### config.mk
export PLATFORM = sky130hd
export DESIGN_NAME = ordered_list_engine
export DESIGN_NICKNAME = d
export VERILOG_FILES = /design/src/rtl/ole_pkg.sv /design/src/rtl/ole_ctrl.sv /design/src/rtl/ole_dp.sv /design/src/rtl/ordered_list_engine.sv
export SDC_FILE = /design/constraint.sdc
export NUM_CORES = 2
export LEC_CHECK = 0
export CELL_PAD_IN_SITES_DETAIL_PLACEMENT = 2
export CELL_PAD_IN_SITES_GLOBAL_PLACEMENT = 2
export CORE_MARGIN = 2
export CORE_UTILIZATION = 33
export DETAILED_ROUTE_END_ITERATION = 16
export DONT_BUFFER_PORTS = 1
export GPL_TIMING_DRIVEN = 0
export PLACE_DENSITY_LB_ADDON = 0.1
export SYNTH_ARGS = -nofsm -noshare
export SYNTH_HDL_FRONTEND = slang
export SYNTH_SLANG_ARGS = --single-unit
### constraint.sdc
create_clock -name clk -period 4.8 [get_ports clk]
set_input_delay 0.24 -clock clk [delete_from_list [all_inputs] [get_ports clk]]
set_output_delay 0.24 -clock clk [all_outputs]
set_load 0.02 [all_outputs]
### src/rtl/ole_pkg.sv
`default_nettype none
package ole_pkg;

  localparam int DEPTH_DEF = 64;

  localparam logic [2:0] CMD_INS_FRONT = 3'd0;
  localparam logic [2:0] CMD_INS_BACK  = 3'd1;
  localparam logic [2:0] CMD_RM_FRONT  = 3'd2;
  localparam logic [2:0] CMD_RM_BACK   = 3'd3;
  localparam logic [2:0] CMD_FIND      = 3'd4;
  localparam logic [2:0] CMD_RM_MATCH  = 3'd5;
  localparam logic [2:0] CMD_MOVE      = 3'd6;

  localparam logic [2:0] ST_OK        = 3'd0;
  localparam logic [2:0] ST_EMPTY     = 3'd1;
  localparam logic [2:0] ST_NOT_FOUND = 3'd2;
  localparam logic [2:0] ST_FULL      = 3'd3;
  localparam logic [2:0] ST_FIRST     = 3'd4;

  localparam logic [3:0] OP_NONE      = 4'd0;
  localparam logic [3:0] OP_CLR       = 4'd1;
  localparam logic [3:0] OP_START     = 4'd2;
  localparam logic [3:0] OP_INS       = 4'd3;
  localparam logic [3:0] OP_RMF       = 4'd4;
  localparam logic [3:0] OP_RMB_FIRST = 4'd5;
  localparam logic [3:0] OP_RMB_STEP  = 4'd6;
  localparam logic [3:0] OP_RMB_END   = 4'd7;
  localparam logic [3:0] OP_SSTEP     = 4'd8;
  localparam logic [3:0] OP_MATCH     = 4'd9;
  localparam logic [3:0] OP_FIN2      = 4'd10;
  localparam logic [3:0] OP_MISS      = 4'd11;
  localparam logic [3:0] OP_LOAD      = 4'd12;

  typedef struct packed {
    logic [3:0] op;
    logic [2:0] st;
  } ctl_t;

  typedef struct packed {
    logic       empty;
    logic       full;
    logic [2:0] cmd;
    logic       match;
    logic       srch_last;
    logic       rmb_last;
    logic       at_first;
    logic       clr_last;
    logic       out_free;
  } sts_t;

endpackage
`default_nettype wire

### src/rtl/ole_ctrl.sv
`default_nettype none
module ole_ctrl (
  input  wire logic         clk,
  input  wire logic         rst_n,
  input  wire logic         in_valid,
  input  wire logic [2:0]   in_command,
  input  wire ole_pkg::sts_t sts,
  output logic              in_stall,
  output ole_pkg::ctl_t     ctl
);
  import ole_pkg::*;

  localparam logic [3:0] S_CLR       = 4'd0;
  localparam logic [3:0] S_IDLE      = 4'd1;
  localparam logic [3:0] S_INS       = 4'd2;
  localparam logic [3:0] S_RMF       = 4'd3;
  localparam logic [3:0] S_RMB_FIRST = 4'd4;
  localparam logic [3:0] S_RMB_WALK  = 4'd5;
  localparam logic [3:0] S_SRCH      = 4'd6;
  localparam logic [3:0] S_FIN2      = 4'd7;
  localparam logic [3:0] S_RESP      = 4'd8;

  logic [3:0] state_r, state_nxt;

  assign in_stall = (state_r != S_IDLE);

  always_comb begin
    state_nxt = state_r;
    ctl.op    = OP_NONE;
    ctl.st    = ST_OK;
    case (state_r)
      S_CLR: begin
        ctl.op = OP_CLR;
        if (sts.clr_last) state_nxt = S_IDLE;
      end
      S_IDLE: begin
        if (in_valid) begin
          ctl.op = OP_START;
          case (in_command)
            CMD_INS_FRONT, CMD_INS_BACK: begin
              if (sts.full) begin
                ctl.st = ST_FULL;
                state_nxt = S_RESP;
              end else begin
                state_nxt = S_INS;
              end
            end
            CMD_RM_FRONT: begin
              if (sts.empty) begin
                ctl.st = ST_EMPTY;
                state_nxt = S_RESP;
              end else begin
                state_nxt = S_RMF;
              end
            end
            CMD_RM_BACK: begin
              if (sts.empty) begin
                ctl.st = ST_EMPTY;
                state_nxt = S_RESP;
              end else begin
                state_nxt = S_RMB_FIRST;
              end
            end
            CMD_FIND, CMD_RM_MATCH, CMD_MOVE: begin
              if (sts.empty) begin
                ctl.st = ST_NOT_FOUND;
                state_nxt = S_RESP;
              end else begin
                state_nxt = S_SRCH;
              end
            end
            default: state_nxt = S_RESP;
          endcase
        end
      end
      S_INS: begin
        ctl.op = OP_INS;
        state_nxt = S_RESP;
      end
      S_RMF: begin
        ctl.op = OP_RMF;
        state_nxt = S_RESP;
      end
      S_RMB_FIRST: begin
        ctl.op = OP_RMB_FIRST;
        state_nxt = S_RMB_WALK;
      end
      S_RMB_WALK: begin
        if (sts.rmb_last) begin
          ctl.op = OP_RMB_END;
          state_nxt = S_RESP;
        end else begin
          ctl.op = OP_RMB_STEP;
        end
      end
      S_SRCH: begin
        if (sts.match) begin
          ctl.op = OP_MATCH;
          if (sts.cmd == CMD_FIND || (sts.cmd == CMD_MOVE && sts.at_first)) begin
            state_nxt = S_RESP;
          end else begin
            state_nxt = S_FIN2;
          end
        end else if (sts.srch_last) begin
          ctl.op = OP_MISS;
          state_nxt = S_RESP;
        end else begin
          ctl.op = OP_SSTEP;
        end
      end
      S_FIN2: begin
        ctl.op = OP_FIN2;
        state_nxt = S_RESP;
      end
      S_RESP: begin
        if (sts.out_free) begin
          ctl.op = OP_LOAD;
          state_nxt = S_IDLE;
        end
      end
      default: state_nxt = S_IDLE;
    endcase
  end

  always_ff @(posedge clk) begin
    if (!rst_n) begin
      state_r <= S_CLR;
    end else begin
      state_r <= state_nxt;
    end
  end

endmodule
`default_nettype wire

### src/rtl/ole_dp.sv
`default_nettype none
module ole_dp #(
  parameter int DEPTH = ole_pkg::DEPTH_DEF
) (
  input  wire logic               clk,
  input  wire logic               rst_n,
  input  wire logic [2:0]         in_command,
  input  wire logic signed [31:0] in_value,
  input  wire logic               out_stall,
  input  wire ole_pkg::ctl_t      ctl,
  output ole_pkg::sts_t           sts,
  output logic                    out_valid,
  output logic [2:0]              out_status,
  output logic signed [31:0]      out_result_value,
  output logic [5:0]              out_position,
  output logic [6:0]              out_entry_count
);
  import ole_pkg::*;

  localparam int AW = $clog2(DEPTH);
  localparam int CW = $clog2(DEPTH + 1);

  logic [31:0]   vmem [DEPTH];
  logic [AW-1:0] lmem [DEPTH];
  logic [31:0]   vrd_r;
  logic [AW-1:0] lrd_r;

  logic          vwe, lwe;
  logic [AW-1:0] vwa, lwa, vra, lra, lwd;
  logic [31:0]   vwd;

  logic [AW-1:0] head_r, head_nxt, tail_r, tail_nxt, free_r, free_nxt;
  logic [AW-1:0] cur_r, cur_nxt, prv_r, prv_nxt, pos_r, pos_nxt;
  logic [CW-1:0] count_r, count_nxt, idx_r, idx_nxt;
  logic [2:0]    cmd_r, cmd_nxt, st_r, st_nxt;
  logic [31:0]   val_r, val_nxt, rv_r, rv_nxt;
  logic          ov_r, ov_nxt;
  logic [2:0]    ost_r, ost_nxt;
  logic [31:0]   orv_r, orv_nxt;
  logic [5:0]    opos_r, opos_nxt;
  logic [6:0]    ocnt_r, ocnt_nxt;
  logic [31:0]   pos_ext, cnt_ext;
  logic [CW:0]   idx_p1, idx_p2;
  logic          modify;

  assign idx_p1  = {1'b0, idx_r} + 1'b1;
  assign idx_p2  = {1'b0, idx_r} + 2'd2;
  assign pos_ext = 32'(pos_r);
  assign cnt_ext = 32'(count_r);
  assign modify  = (cmd_r == CMD_RM_MATCH) || (cmd_r == CMD_MOVE && idx_r != '0);

  assign sts.empty     = (count_r == '0);
  assign sts.full      = (count_r == CW'(DEPTH));
  assign sts.cmd       = cmd_r;
  assign sts.match     = (vrd_r == val_r);
  assign sts.srch_last = (idx_p1 == {1'b0, count_r});
  assign sts.rmb_last  = (idx_p2 >= {1'b0, count_r});
  assign sts.at_first  = (idx_r == '0);
  assign sts.clr_last  = (idx_r == CW'(DEPTH - 1));
  assign sts.out_free  = !ov_r || !out_stall;

  always_comb begin
    head_nxt  = head_r;
    tail_nxt  = tail_r;
    free_nxt  = free_r;
    cur_nxt   = cur_r;
    prv_nxt   = prv_r;
    pos_nxt   = pos_r;
    count_nxt = count_r;
    idx_nxt   = idx_r;
    cmd_nxt   = cmd_r;
    st_nxt    = st_r;
    val_nxt   = val_r;
    rv_nxt    = rv_r;
    ost_nxt   = ost_r;
    orv_nxt   = orv_r;
    opos_nxt  = opos_r;
    ocnt_nxt  = ocnt_r;
    ov_nxt    = ov_r && out_stall;
    vwe = 1'b0;
    lwe = 1'b0;
    vwa = cur_r;
    vwd = val_r;
    lwa = cur_r;
    lwd = free_r;
    case (ctl.op)
      OP_CLR: begin
        lwe = 1'b1;
        lwa = idx_r[AW-1:0];
        lwd = sts.clr_last ? '0 : AW'(idx_p1);
        idx_nxt = idx_p1[CW-1:0];
      end
      OP_START: begin
        cmd_nxt = in_command;
        val_nxt = in_value;
        rv_nxt  = '0;
        pos_nxt = '0;
        st_nxt  = ctl.st;
        cur_nxt = head_r;
        prv_nxt = head_r;
        idx_nxt = '0;
      end
      OP_INS: begin
        vwe = 1'b1;
        vwa = free_r;
        free_nxt = lrd_r;
        lwe = 1'b1;
        if (count_r == '0) begin
          lwa = free_r;
          lwd = free_r;
          head_nxt = free_r;
          tail_nxt = free_r;
        end else if (cmd_r == CMD_INS_FRONT) begin
          lwa = free_r;
          lwd = head_r;
          head_nxt = free_r;
        end else begin
          lwa = tail_r;
          lwd = free_r;
          tail_nxt = free_r;
        end
        count_nxt = count_r + 1'b1;
      end
      OP_RMF: begin
        rv_nxt = vrd_r;
        head_nxt = lrd_r;
        lwe = 1'b1;
        lwa = head_r;
        lwd = free_r;
        free_nxt = head_r;
        count_nxt = count_r - 1'b1;
      end
      OP_RMB_FIRST: begin
        rv_nxt = vrd_r;
      end
      OP_RMB_STEP: begin
        cur_nxt = lrd_r;
        idx_nxt = idx_p1[CW-1:0];
      end
      OP_RMB_END: begin
        tail_nxt = cur_r;
        lwe = 1'b1;
        lwa = tail_r;
        lwd = free_r;
        free_nxt = tail_r;
        pos_nxt = AW'(count_r - 1'b1);
        count_nxt = count_r - 1'b1;
      end
      OP_SSTEP: begin
        prv_nxt = cur_r;
        cur_nxt = lrd_r;
        idx_nxt = idx_p1[CW-1:0];
      end
      OP_MATCH: begin
        rv_nxt  = vrd_r;
        pos_nxt = idx_r[AW-1:0];
        st_nxt  = (cmd_r == CMD_MOVE && idx_r == '0) ? ST_FIRST : ST_OK;
        if (modify) begin
          if (idx_r == '0) begin
            head_nxt = lrd_r;
          end else begin
            lwe = 1'b1;
            lwa = prv_r;
            lwd = lrd_r;
            if (cur_r == tail_r) tail_nxt = prv_r;
          end
        end
      end
      OP_FIN2: begin
        lwe = 1'b1;
        lwa = cur_r;
        if (cmd_r == CMD_RM_MATCH) begin
          lwd = free_r;
          free_nxt = cur_r;
          count_nxt = count_r - 1'b1;
        end else begin
          lwd = head_r;
          head_nxt = cur_r;
        end
      end
      OP_MISS: begin
        st_nxt = ST_NOT_FOUND;
      end
      OP_LOAD: begin
        ov_nxt   = 1'b1;
        ost_nxt  = st_r;
        orv_nxt  = rv_r;
        opos_nxt = pos_ext[5:0];
        ocnt_nxt = cnt_ext[6:0];
      end
      default: begin
      end
    endcase
    lra = (ctl.op == OP_START &&
           (in_command == CMD_INS_FRONT || in_command == CMD_INS_BACK)) ? free_r : cur_nxt;
    vra = (ctl.op == OP_START && in_command == CMD_RM_BACK) ? tail_r : cur_nxt;
  end

  always_ff @(posedge clk) begin
    if (vwe) vmem[vwa] <= vwd;
    vrd_r <= vmem[vra];
  end

  always_ff @(posedge clk) begin
    if (lwe) lmem[lwa] <= lwd;
    lrd_r <= lmem[lra];
  end

  always_ff @(posedge clk) begin
    if (!rst_n) begin
      head_r  <= '0;
      tail_r  <= '0;
      free_r  <= '0;
      count_r <= '0;
      idx_r   <= '0;
      ov_r    <= 1'b0;
    end else begin
      head_r  <= head_nxt;
      tail_r  <= tail_nxt;
      free_r  <= free_nxt;
      count_r <= count_nxt;
      idx_r   <= idx_nxt;
      ov_r    <= ov_nxt;
    end
  end

  always_ff @(posedge clk) begin
    cur_r  <= cur_nxt;
    prv_r  <= prv_nxt;
    pos_r  <= pos_nxt;
    cmd_r  <= cmd_nxt;
    st_r   <= st_nxt;
    val_r  <= val_nxt;
    rv_r   <= rv_nxt;
    ost_r  <= ost_nxt;
    orv_r  <= orv_nxt;
    opos_r <= opos_nxt;
    ocnt_r <= ocnt_nxt;
  end

  assign out_valid        = ov_r;
  assign out_status       = ost_r;
  assign out_result_value = orv_r;
  assign out_position     = opos_r;
  assign out_entry_count  = ocnt_r;

endmodule
`default_nettype wire

### src/rtl/ordered_list_engine.sv
// Ordered list of up to DEPTH signed 32-bit values kept as a linked list.
// Input channel: in_valid/in_stall with in_command and in_value. A transfer
// happens on a rising edge with in_valid high and in_stall low.
// Result channel: out_valid/out_stall with out_status, out_result_value,
// out_position and out_entry_count; exactly one result per command.
// One command is worked at a time; the link walk reads the link memory
// once per cycle, so the time to a result grows with how far a command
// walks: remove back walks to the entry before the tail, a miss walks the
// whole list, find and remove/move match walk to the matching entry.
// Inserts, remove front and the empty, full and unused-command cases do
// not walk.
// in_stall drops at the same edge that raises out_valid.
// After reset the link memory is swept to rebuild the free list, with
// in_stall high throughout; the list then starts empty.
// A finished result waits in an output register while out_stall is high;
// the next command is taken meanwhile and its result waits until that
// register is free.
`default_nettype none
module ordered_list_engine #(
  parameter int DEPTH = ole_pkg::DEPTH_DEF
) (
  input  wire logic               clk,
  input  wire logic               rst_n,
  input  wire logic               in_valid,
  output logic                    in_stall,
  input  wire logic [2:0]         in_command,
  input  wire logic signed [31:0] in_value,
  output logic                    out_valid,
  input  wire logic               out_stall,
  output logic [2:0]              out_status,
  output logic signed [31:0]      out_result_value,
  output logic [5:0]              out_position,
  output logic [6:0]              out_entry_count
);
  import ole_pkg::*;

  ctl_t ctl;
  sts_t sts;

  ole_ctrl u_ctrl (
    .clk        (clk),
    .rst_n      (rst_n),
    .in_valid   (in_valid),
    .in_command (in_command),
    .sts        (sts),
    .in_stall   (in_stall),
    .ctl        (ctl)
  );

  ole_dp #(
    .DEPTH (DEPTH)
  ) u_dp (
    .clk              (clk),
    .rst_n            (rst_n),
    .in_command       (in_command),
    .in_value         (in_value),
    .out_stall        (out_stall),
    .ctl              (ctl),
    .sts              (sts),
    .out_valid        (out_valid),
    .out_status       (out_status),
    .out_result_value (out_result_value),
    .out_position     (out_position),
    .out_entry_count  (out_entry_count)
  );

endmodule
`default_nettype wire
Word-level counts from Yosys, hierarchy flattened
Memories as Yosys holds them, arrays and structs flattened. A register that Yosys moved wholly into a read port is not among the register bits.
Cells that the tools add are included.
{"block": "classes", "n_addsub": 4, "magnitude_cmp": 1, "eq_ne": 48, "mux": 71, "n_reduce_logical": 40}
{"operator": "$mux W6", "count": 24}
{"operator": "$pmux W6 S4", "count": 3}
{"operator": "$pmux W32 S2", "count": 1}
{"operator": "$mux W4", "count": 13}
{"operator": "$pmux W4 S9", "count": 1}
{"operator": "$pmux W6 S3", "count": 2}
{"operator": "$eq A32 B32 Y1", "count": 1}
{"operator": "$eq A4 B3 Y1 const B", "count": 8}
{"operator": "$pmux W6 S5", "count": 1}
{"operator": "$pmux W4 S7", "count": 1}
{"operator": "$eq A4 B4 Y1 const B", "count": 6}
{"operator": "$pmux W6 S2", "count": 2}
{"operator": "$pmux W7 S3", "count": 1}
{"operator": "$eq A3 B3 Y1 const B", "count": 6}
{"operator": "$pmux W3 S3", "count": 2}
{"operator": "$eq A4 B2 Y1 const B", "count": 4}
{"operator": "$pmux W4 S4", "count": 1}
{"operator": "$reduce_and A5 Y1", "count": 3}
{"operator": "$logic_not A7 Y1", "count": 2}
{"operator": "$pmux W7 S2", "count": 1}
{"operator": "$ne A2 B2 Y1 const B", "count": 6}
{"operator": "$reduce_bool A3 Y1", "count": 4}
{"operator": "$reduce_or A3 Y1", "count": 4}
{"operator": "$mux W1", "count": 10}
{"operator": "other kinds (32)", "count": 57}
{"block": "totals", "register_bits": 173, "ramBits": 2432, "input_bits": 39, "word_cells": 184, "memories": 2}
{"memory": "u_dp.vmem", "words": 64, "width": 32, "rd": 1, "rd_clocked_by_memory_dff": 1, "write_ports": 1, "line": "ole_dp.sv:23", "text": "logic [31:0] vmem [DEPTH];"}
{"memory": "u_dp.lmem", "words": 64, "width": 6, "rd": 1, "rd_clocked_by_memory_dff": 1, "write_ports": 1, "line": "ole_dp.sv:24", "text": "logic [AW-1:0] lmem [DEPTH];"}

Depth between registers and ports, before layout
{"block": "logic_depth", "depth_word": 10, "ltp_mapped": 22}

Modules after synthesis
A second synthesis with hierarchy kept.
{"block": "unflattened", "hier_cells": 7212, "area_unflattened_um2": 105308.5}
{"mod": "ole_dp", "n_inst": 1, "cells_per_inst": 7129, "area_each_um2": 104705.4, "seq_area_each_um2": 78475.3}
{"mod": "ole_ctrl", "n_inst": 1, "cells_per_inst": 83, "area_each_um2": 603.1, "seq_area_each_um2": 80.1}

Worst setup path after synthesis
Ideal clock, no wire load.
{"block": "synth_path", "path_type": "register -> register", "start": "register u_ctrl.state_r[1]", "end": "memory u_dp.vmem[8][0], enable pin", "setup_ns": 0.461, "arrival_ns": 4.190, "required_time_ns": 4.339, "path_slack_ns": 0.149, "path_stages_with_launch": 9, "path_buffers": 3, "path_cell_list": "dfxtp_1 inv_1 clkbuf_1 nor2_1 nand3_1 clkbuf_1 or4b_2 clkbuf_1 nor3_1"}
{"block": "synth_between", "elab_chain_cells": 6, "elab_cells_between_ends": 15, "cone_classes": "9 x eq/ne; 5 x mux; 1 x reduce/logical"}
{"item": "from (decl)", "line": "ole_ctrl.sv:23", "text": "logic [3:0] state_r, state_nxt;"}
{"item": "from (signal assigned)", "line": "ole_ctrl.sv:129", "text": "state_r <= state_nxt;"}
{"item": "$eq A4 B4 Y1 (tied with other cells)", "line": "ole_ctrl.sv:31", "text": "case (state_r)"}
{"item": "$pmux W4 S9 *", "line": "ole_ctrl.sv:31"}
{"item": "$eq A4 B2 Y1 *", "line": "ole_dp.sv:86", "text": "case (ctl.op)"}
{"item": "$mux W1", "line": "ole_dp.sv:86"}
{"item": "$mux W1", "line": "ole_dp.sv:200", "text": "if (vwe) vmem[vwa] <= vwd;"}
{"item": "$mux W1 (not written as such)", "line": "ole_dp.sv:200"}
{"item": "to (decl)", "line": "ole_dp.sv:23"}
Mark *: on every way between the ends. The rest lies on a longest branch, timed or not.

Worst setup path in the final report
{"block": "layout_path", "start": "register u_dp.vrd_r[13], read port of u_dp.vmem", "end": "register u_dp.vrd_r[10], read port of u_dp.vmem"}
{"block": "layout_between", "elab_chain_cells": 7, "elab_cells_between_ends": 10, "cone_classes": "4 x eq/ne; 4 x mux; 2 x reduce/logical"}
{"item": "from (decl)", "line": "ole_dp.sv:25", "text": "logic [31:0] vrd_r;"}
{"item": "$eq A32 B32 Y1 *", "line": "ole_dp.sv:55", "text": "assign sts.match = (vrd_r == val_r);"}
{"item": "$mux W4 *", "line": "ole_ctrl.sv:97", "text": "if (sts.match) begin"}
{"item": "$pmux W4 S9 *", "line": "ole_ctrl.sv:31"}
{"item": "$eq A4 B3 Y1 / $eq A4 B4 Y1 (equally long branches)", "line": "ole_dp.sv:86"}
{"item": "$reduce_or A2 Y1 (no line)"}
{"item": "$pmux W6 S2", "line": "ole_dp.sv:86"}
{"item": "$mux W6 *", "line": "ole_dp.sv:196", "text": "vra = (ctl.op == OP_START && in_command == CMD_RM_BACK) ? tail_r : cur_nxt;"}
Marked as above.
A chain may end at the register's enable or synchronous reset.

==> impl_results.md <==
- Clk Latency, worst-skew pair: 0.96 ns
- Yosys reg bits: 2643
- Worst Skew: 0.0653 ns
- Length in cells of the worst reg-to-reg path: 16
- Status: finished, violations left
- Final worst setup slack: -0.217 ns
- Drt pass-1 iters: 6
- GP Congestion: 0.933
- WP data arrival: 5.81 ns
- Max Cap Viol: 0
- Ys async rst share: 0%
- Pleak: 46.2 nW
- Count leader, synth: edfxtp_1
- Origin of the critical flop-to-flop path: u_dp.vrd_r[13]$_DFF_P_
- Syn Nets: 7391
- Top-area cell type share of the netlist area: 73.5%
- Hold Crit Class: in2reg
- Initial Util: 33.2%
- Max Root-Sink Buffers: 4
- Main synth FF type: edfxtp_1
- Hold Crit Start: in_command[0]
- Final antenna-violating net count: 0
- Area grow syn2layout: 28.0%
- Worst setup EP type: flip-flop
- Worst slew pin tran: 1.26 ns
- Reg2Reg Setup Slack: -0.22 ns
- # setup viols final: 52
- Post-route minimum period: 5.02 ns
- Crit-path slowest cell: dfxtp_1
- CTS Buf Count: 308
- RSZ-0062 raised after global routing: yes
- Top cells by area, synth: edfxtp_1, nand2_1, mux2i_1, nand3_1, dfxtp_1
- DRT iter0 DRCs: 10000
- Nets: 8226
- IO Pins: 89
- Grt total ovfl: 0
- Final wirelength: 538000 µm
- Root buffer cell: clkbuf_16
- Cells after Synth: 7340
- Area of the core: 315000 µm²
- Critical path data required time: 5.59 ns
- DR vias/cell: 5.95
- Total global-route track usage: 32.7%
- Rel. slew slack: 15.4%
- Violated checks: setup timing
- Metal2 WL: 249000 µm
- Synth unique cells: 90
- Crit Path Class: reg2reg
- CP peak stage delay: 0.88 ns
- CP max FO: 10
- Rows: 206
- RR Endpoint: u_dp.vrd_r[10]$_DFF_P_
- Synth warn: 0
- Finished Cell Area: 134000 µm²
- Hold Violations, Final: 0
- Largest net degree at the start of global routing: 63
- Die area: 322000 µm²
- Vias in the first global route: 75400
- Yosys top cell by area: edfxtp_1
- CTS tree: yes
- IO Port Bufs: 0
- First-pass GRT wire length: 706000 µm
- Post-Route M1 WL: 211000 µm
- Overall die width: 567 µm
- Post-Syn Area: 105000 µm²
- Crit start category: flip-flop
- Metal3 WL: 43700 µm
- Die Ht: 567 µm
- Worst path cell trace: xor2_1 > nor4_2 > nand4_1 > buf_6 > o21ai_4 > o211ai_1 > o221ai_4 > buf_12 > buf_4 > buf_8 > buf_12 > mux2i_2 > o22ai_4 > o221ai_2 > nand4_1 > or4_1
- Max-slew violations: 0
- Mean Syn Cell Area: 14.3 µm²
- Hold EP: u_dp.cmd_r[0]$_DFFE_PP_
- Tcrit/Tclk final: 105%
- CTS Sinks: 2643
- Synth top cells by count: edfxtp_1, nand2_1, nand3_1
- WL/cell: 42.7 µm
- Hold Slack: 0.150 ns
- Share of layout cells above drive strength 1: 21.3%
- VDD IR max: 0.000414 V
- EDFF count, synth: 2562
- Top sig layer: met5
- Initial antenna violation count: 43
- H-tree depth: 5
- DRC violations left: 0
- Clock Pin Slew Worst Setup and Hold Paths: 0.06 ns
- Seq/Total Area, Yosys: 75.1%
- Maximum clock frequency: 199 MHz
- Hold path cells: 1
- Placed cell areas: 116000 µm²
- Estimated wirelength of the detail-placed design: 388000 µm
- Via Count: 74900
- P per Cell Area: 671 nW/µm²
[per-layer routing]
metal  GRT usage (%)  vias up
met4            16.9       18
met5               0        -
li1                -    29700
met1            42.7    40500
met3            5.20      983
met2            52.6     3701
[power by group]
group	internal (W)	leakage, nW	switching [W]
Combinational	0.0110	17.6	0.0272
Sequential	0.0273	23.8	0.00117
Clock	0.0131	4.70	0.0101
Total	0.0514	46.2	0.0385
[through the flow]
| step | power, W | setup TNS [ns] | util [%] | cells | setup WS [ns] |
|---|---|---|---|---|---|
| 4_1_cts | 0.0874 | -0.604 | 41.8 | 12500 | -0.0620 |
| 5_1_grt | 0.0913 | -26.42 | 42.5 | 12600 | -0.281 |
| 2_1_floorplan | 0.0416 | 0 | - | 7340 | 0.149 |
| 6_report | 0.0899 | -3.88 | 42.5 | 12600 | -0.217 |
| 3_3_place_gp | 0.0586 | - | 34.8 | 11500 | -6.62 |
| 3_5_place_dp | 0.0600 | -2004.99 | 36.8 | 11800 | -3.79 |
[kinds of logic after synthesis]
group           after synthesis  share of synthesized area [%]
compound gates              824                           5.61
xor+xnor                     65                          0.558
fa+ha+maj                    12                          0.144
buf+inv                     490                           2.10
flops                      2643                           75.1
mux                         491                           4.72
simple gates               2815                           11.8
[placed cells by master, fill, tap and decap left out, types with 18 or more instances in the layout]
| cell | Yosys | routed |
|---|---|---|
| nor2_4 | 3 | 107 |
| clkinv_2 | 0 | 42 |
| o221ai_2 | 3 | 37 |
| xor2_1 | 40 | 30 |
| clkbuf_4 | 0 | 42 |
| clkbuf_2 | 0 | 45 |
| nand2_1 | 1612 | 1589 |
| clkinv_1 | 1 | 72 |
| nor4_1 | 44 | 21 |
| nor2_1 | 207 | 74 |
| and2_1 | 39 | 37 |
| clkbuf_16 | 0 | 321 |
| o22ai_1 | 124 | 96 |
| inv_1 | 22 | 22 |
| mux2i_2 | 0 | 28 |
| o221ai_1 | 99 | 50 |
| buf_2 | 165 | 32 |
| mux2i_1 | 485 | 443 |
| buf_4 | 18 | 217 |
| buf_8 | 0 | 60 |
| clkbuf_1 | 202 | 117 |
| dlygate4sd3_1 | 0 | 71 |
| clkbuf_8 | 0 | 48 |
| o21ai_0 | 55 | 35 |
| edfxtp_1 | 2562 | 2562 |
| a311oi_1 | 27 | 18 |
| a32oi_1 | 82 | 64 |
| a31oi_1 | 140 | 121 |
| nor2_2 | 2 | 31 |
| a21oi_1 | 122 | 116 |
| dfxtp_1 | 81 | 72 |
| and3_1 | 26 | 23 |
| nor3_1 | 74 | 53 |
| nand3_1 | 590 | 578 |
| buf_16 | 0 | 104 |
| a211oi_1 | 27 | 21 |
| nand4_1 | 140 | 140 |
| xnor2_1 | 23 | 23 |
| buf_12 | 0 | 170 |
| buf_6 | 11 | 133 |
[worst max-delay path: cells and delay by family, from the launching register on]
family,cells,cell delay (ns)
buffers and inverters,5,0.93
AND/OR/NAND/NOR,4,1.45
flip-flops,1,0.88
XOR/XNOR,1,0.20
multiplexers,1,0.34
AO/OA/AOI/OAI,5,0.99
[cell type report]
class | instances | area [µm²]
Antenna cell | 17 | 42.5
Buffer | 447 | 4610
Clock buffer | 390 | 8300
Clock inverter | 156 | 1360
Fill cell | 30200 | 181000
Inverter | 25 | 93.8
Multi-Input combinational cell | 4207 | 27500
Sequential cell | 2643 | 78600
Tap cell | 4160 | 5200
Timing Repair Buffer | 543 | 8210
[worst max path at each step]
stage,startpoint,end,slack [ns]
2_1_floorplan,u_ctrl.state_r[1]$_SDFFE_PN0P_,u_dp.vmem[8][0]$_DFFE_PP_,0.15
3_3_place_gp,u_ctrl.state_r[1]$_SDFFE_PN0P_,u_dp.vmem[11][15]$_DFFE_PP_,-6.62
3_5_place_dp,u_dp.val_r[7]$_DFFE_PP_,u_dp.vrd_r[20]$_DFF_P_,-3.79
4_1_cts,u_ctrl.state_r[1]$_SDFFE_PN0P_,u_dp.vmem[11][31]$_DFFE_PP_,-0.06
5_1_grt,u_ctrl.state_r[1]$_SDFFE_PN0P_,u_dp.vmem[11][31]$_DFFE_PP_,-0.28
6_report,u_dp.vrd_r[13]$_DFF_P_,u_dp.vrd_r[10]$_DFF_P_,-0.22
[flip-flops by register name, indices dropped and copies added, names as in the netlist, 3 cells and up]
| name | count |
|---|---|
| u_ctrl.state_r | 4 |
| u_dp.cmd_r | 3 |
| u_dp.cur_r | 6 |
| u_dp.st_r | 3 |
| u_dp.val_r | 32 |
| u_dp.head_r | 6 |
| u_dp.prv_r | 6 |
| u_dp.rv_r | 32 |
| u_dp.lmem | 384 |
| u_dp.idx_r | 7 |
| u_dp.tail_r | 6 |
| u_dp.count_r | 7 |
| u_dp.out_entry_count | 7 |
| u_dp.out_status | 3 |
| u_dp.vmem | 2048 |
| u_dp.out_position | 6 |
| u_dp.out_result_value | 32 |
| u_dp.vrd_r | 32 |
| u_dp.pos_r | 6 |
| u_dp.lrd_r | 6 |
| u_dp.free_r | 6 |
[what timing repair did]
| action | CTS | global route |
|---|---|---|
| hold buffers | 71 | 0 |
| setup endpoints to repair | 1036 | 620 |
| hold endpoints to repair | 101 | 0 |
| setup buffers | 145 | 57 |
| pin swaps | 74 | 84 |
| resized for setup | 1197 | 410 |
| cloned | 9 | 0 |
Power figures use the tool's default switching activity.
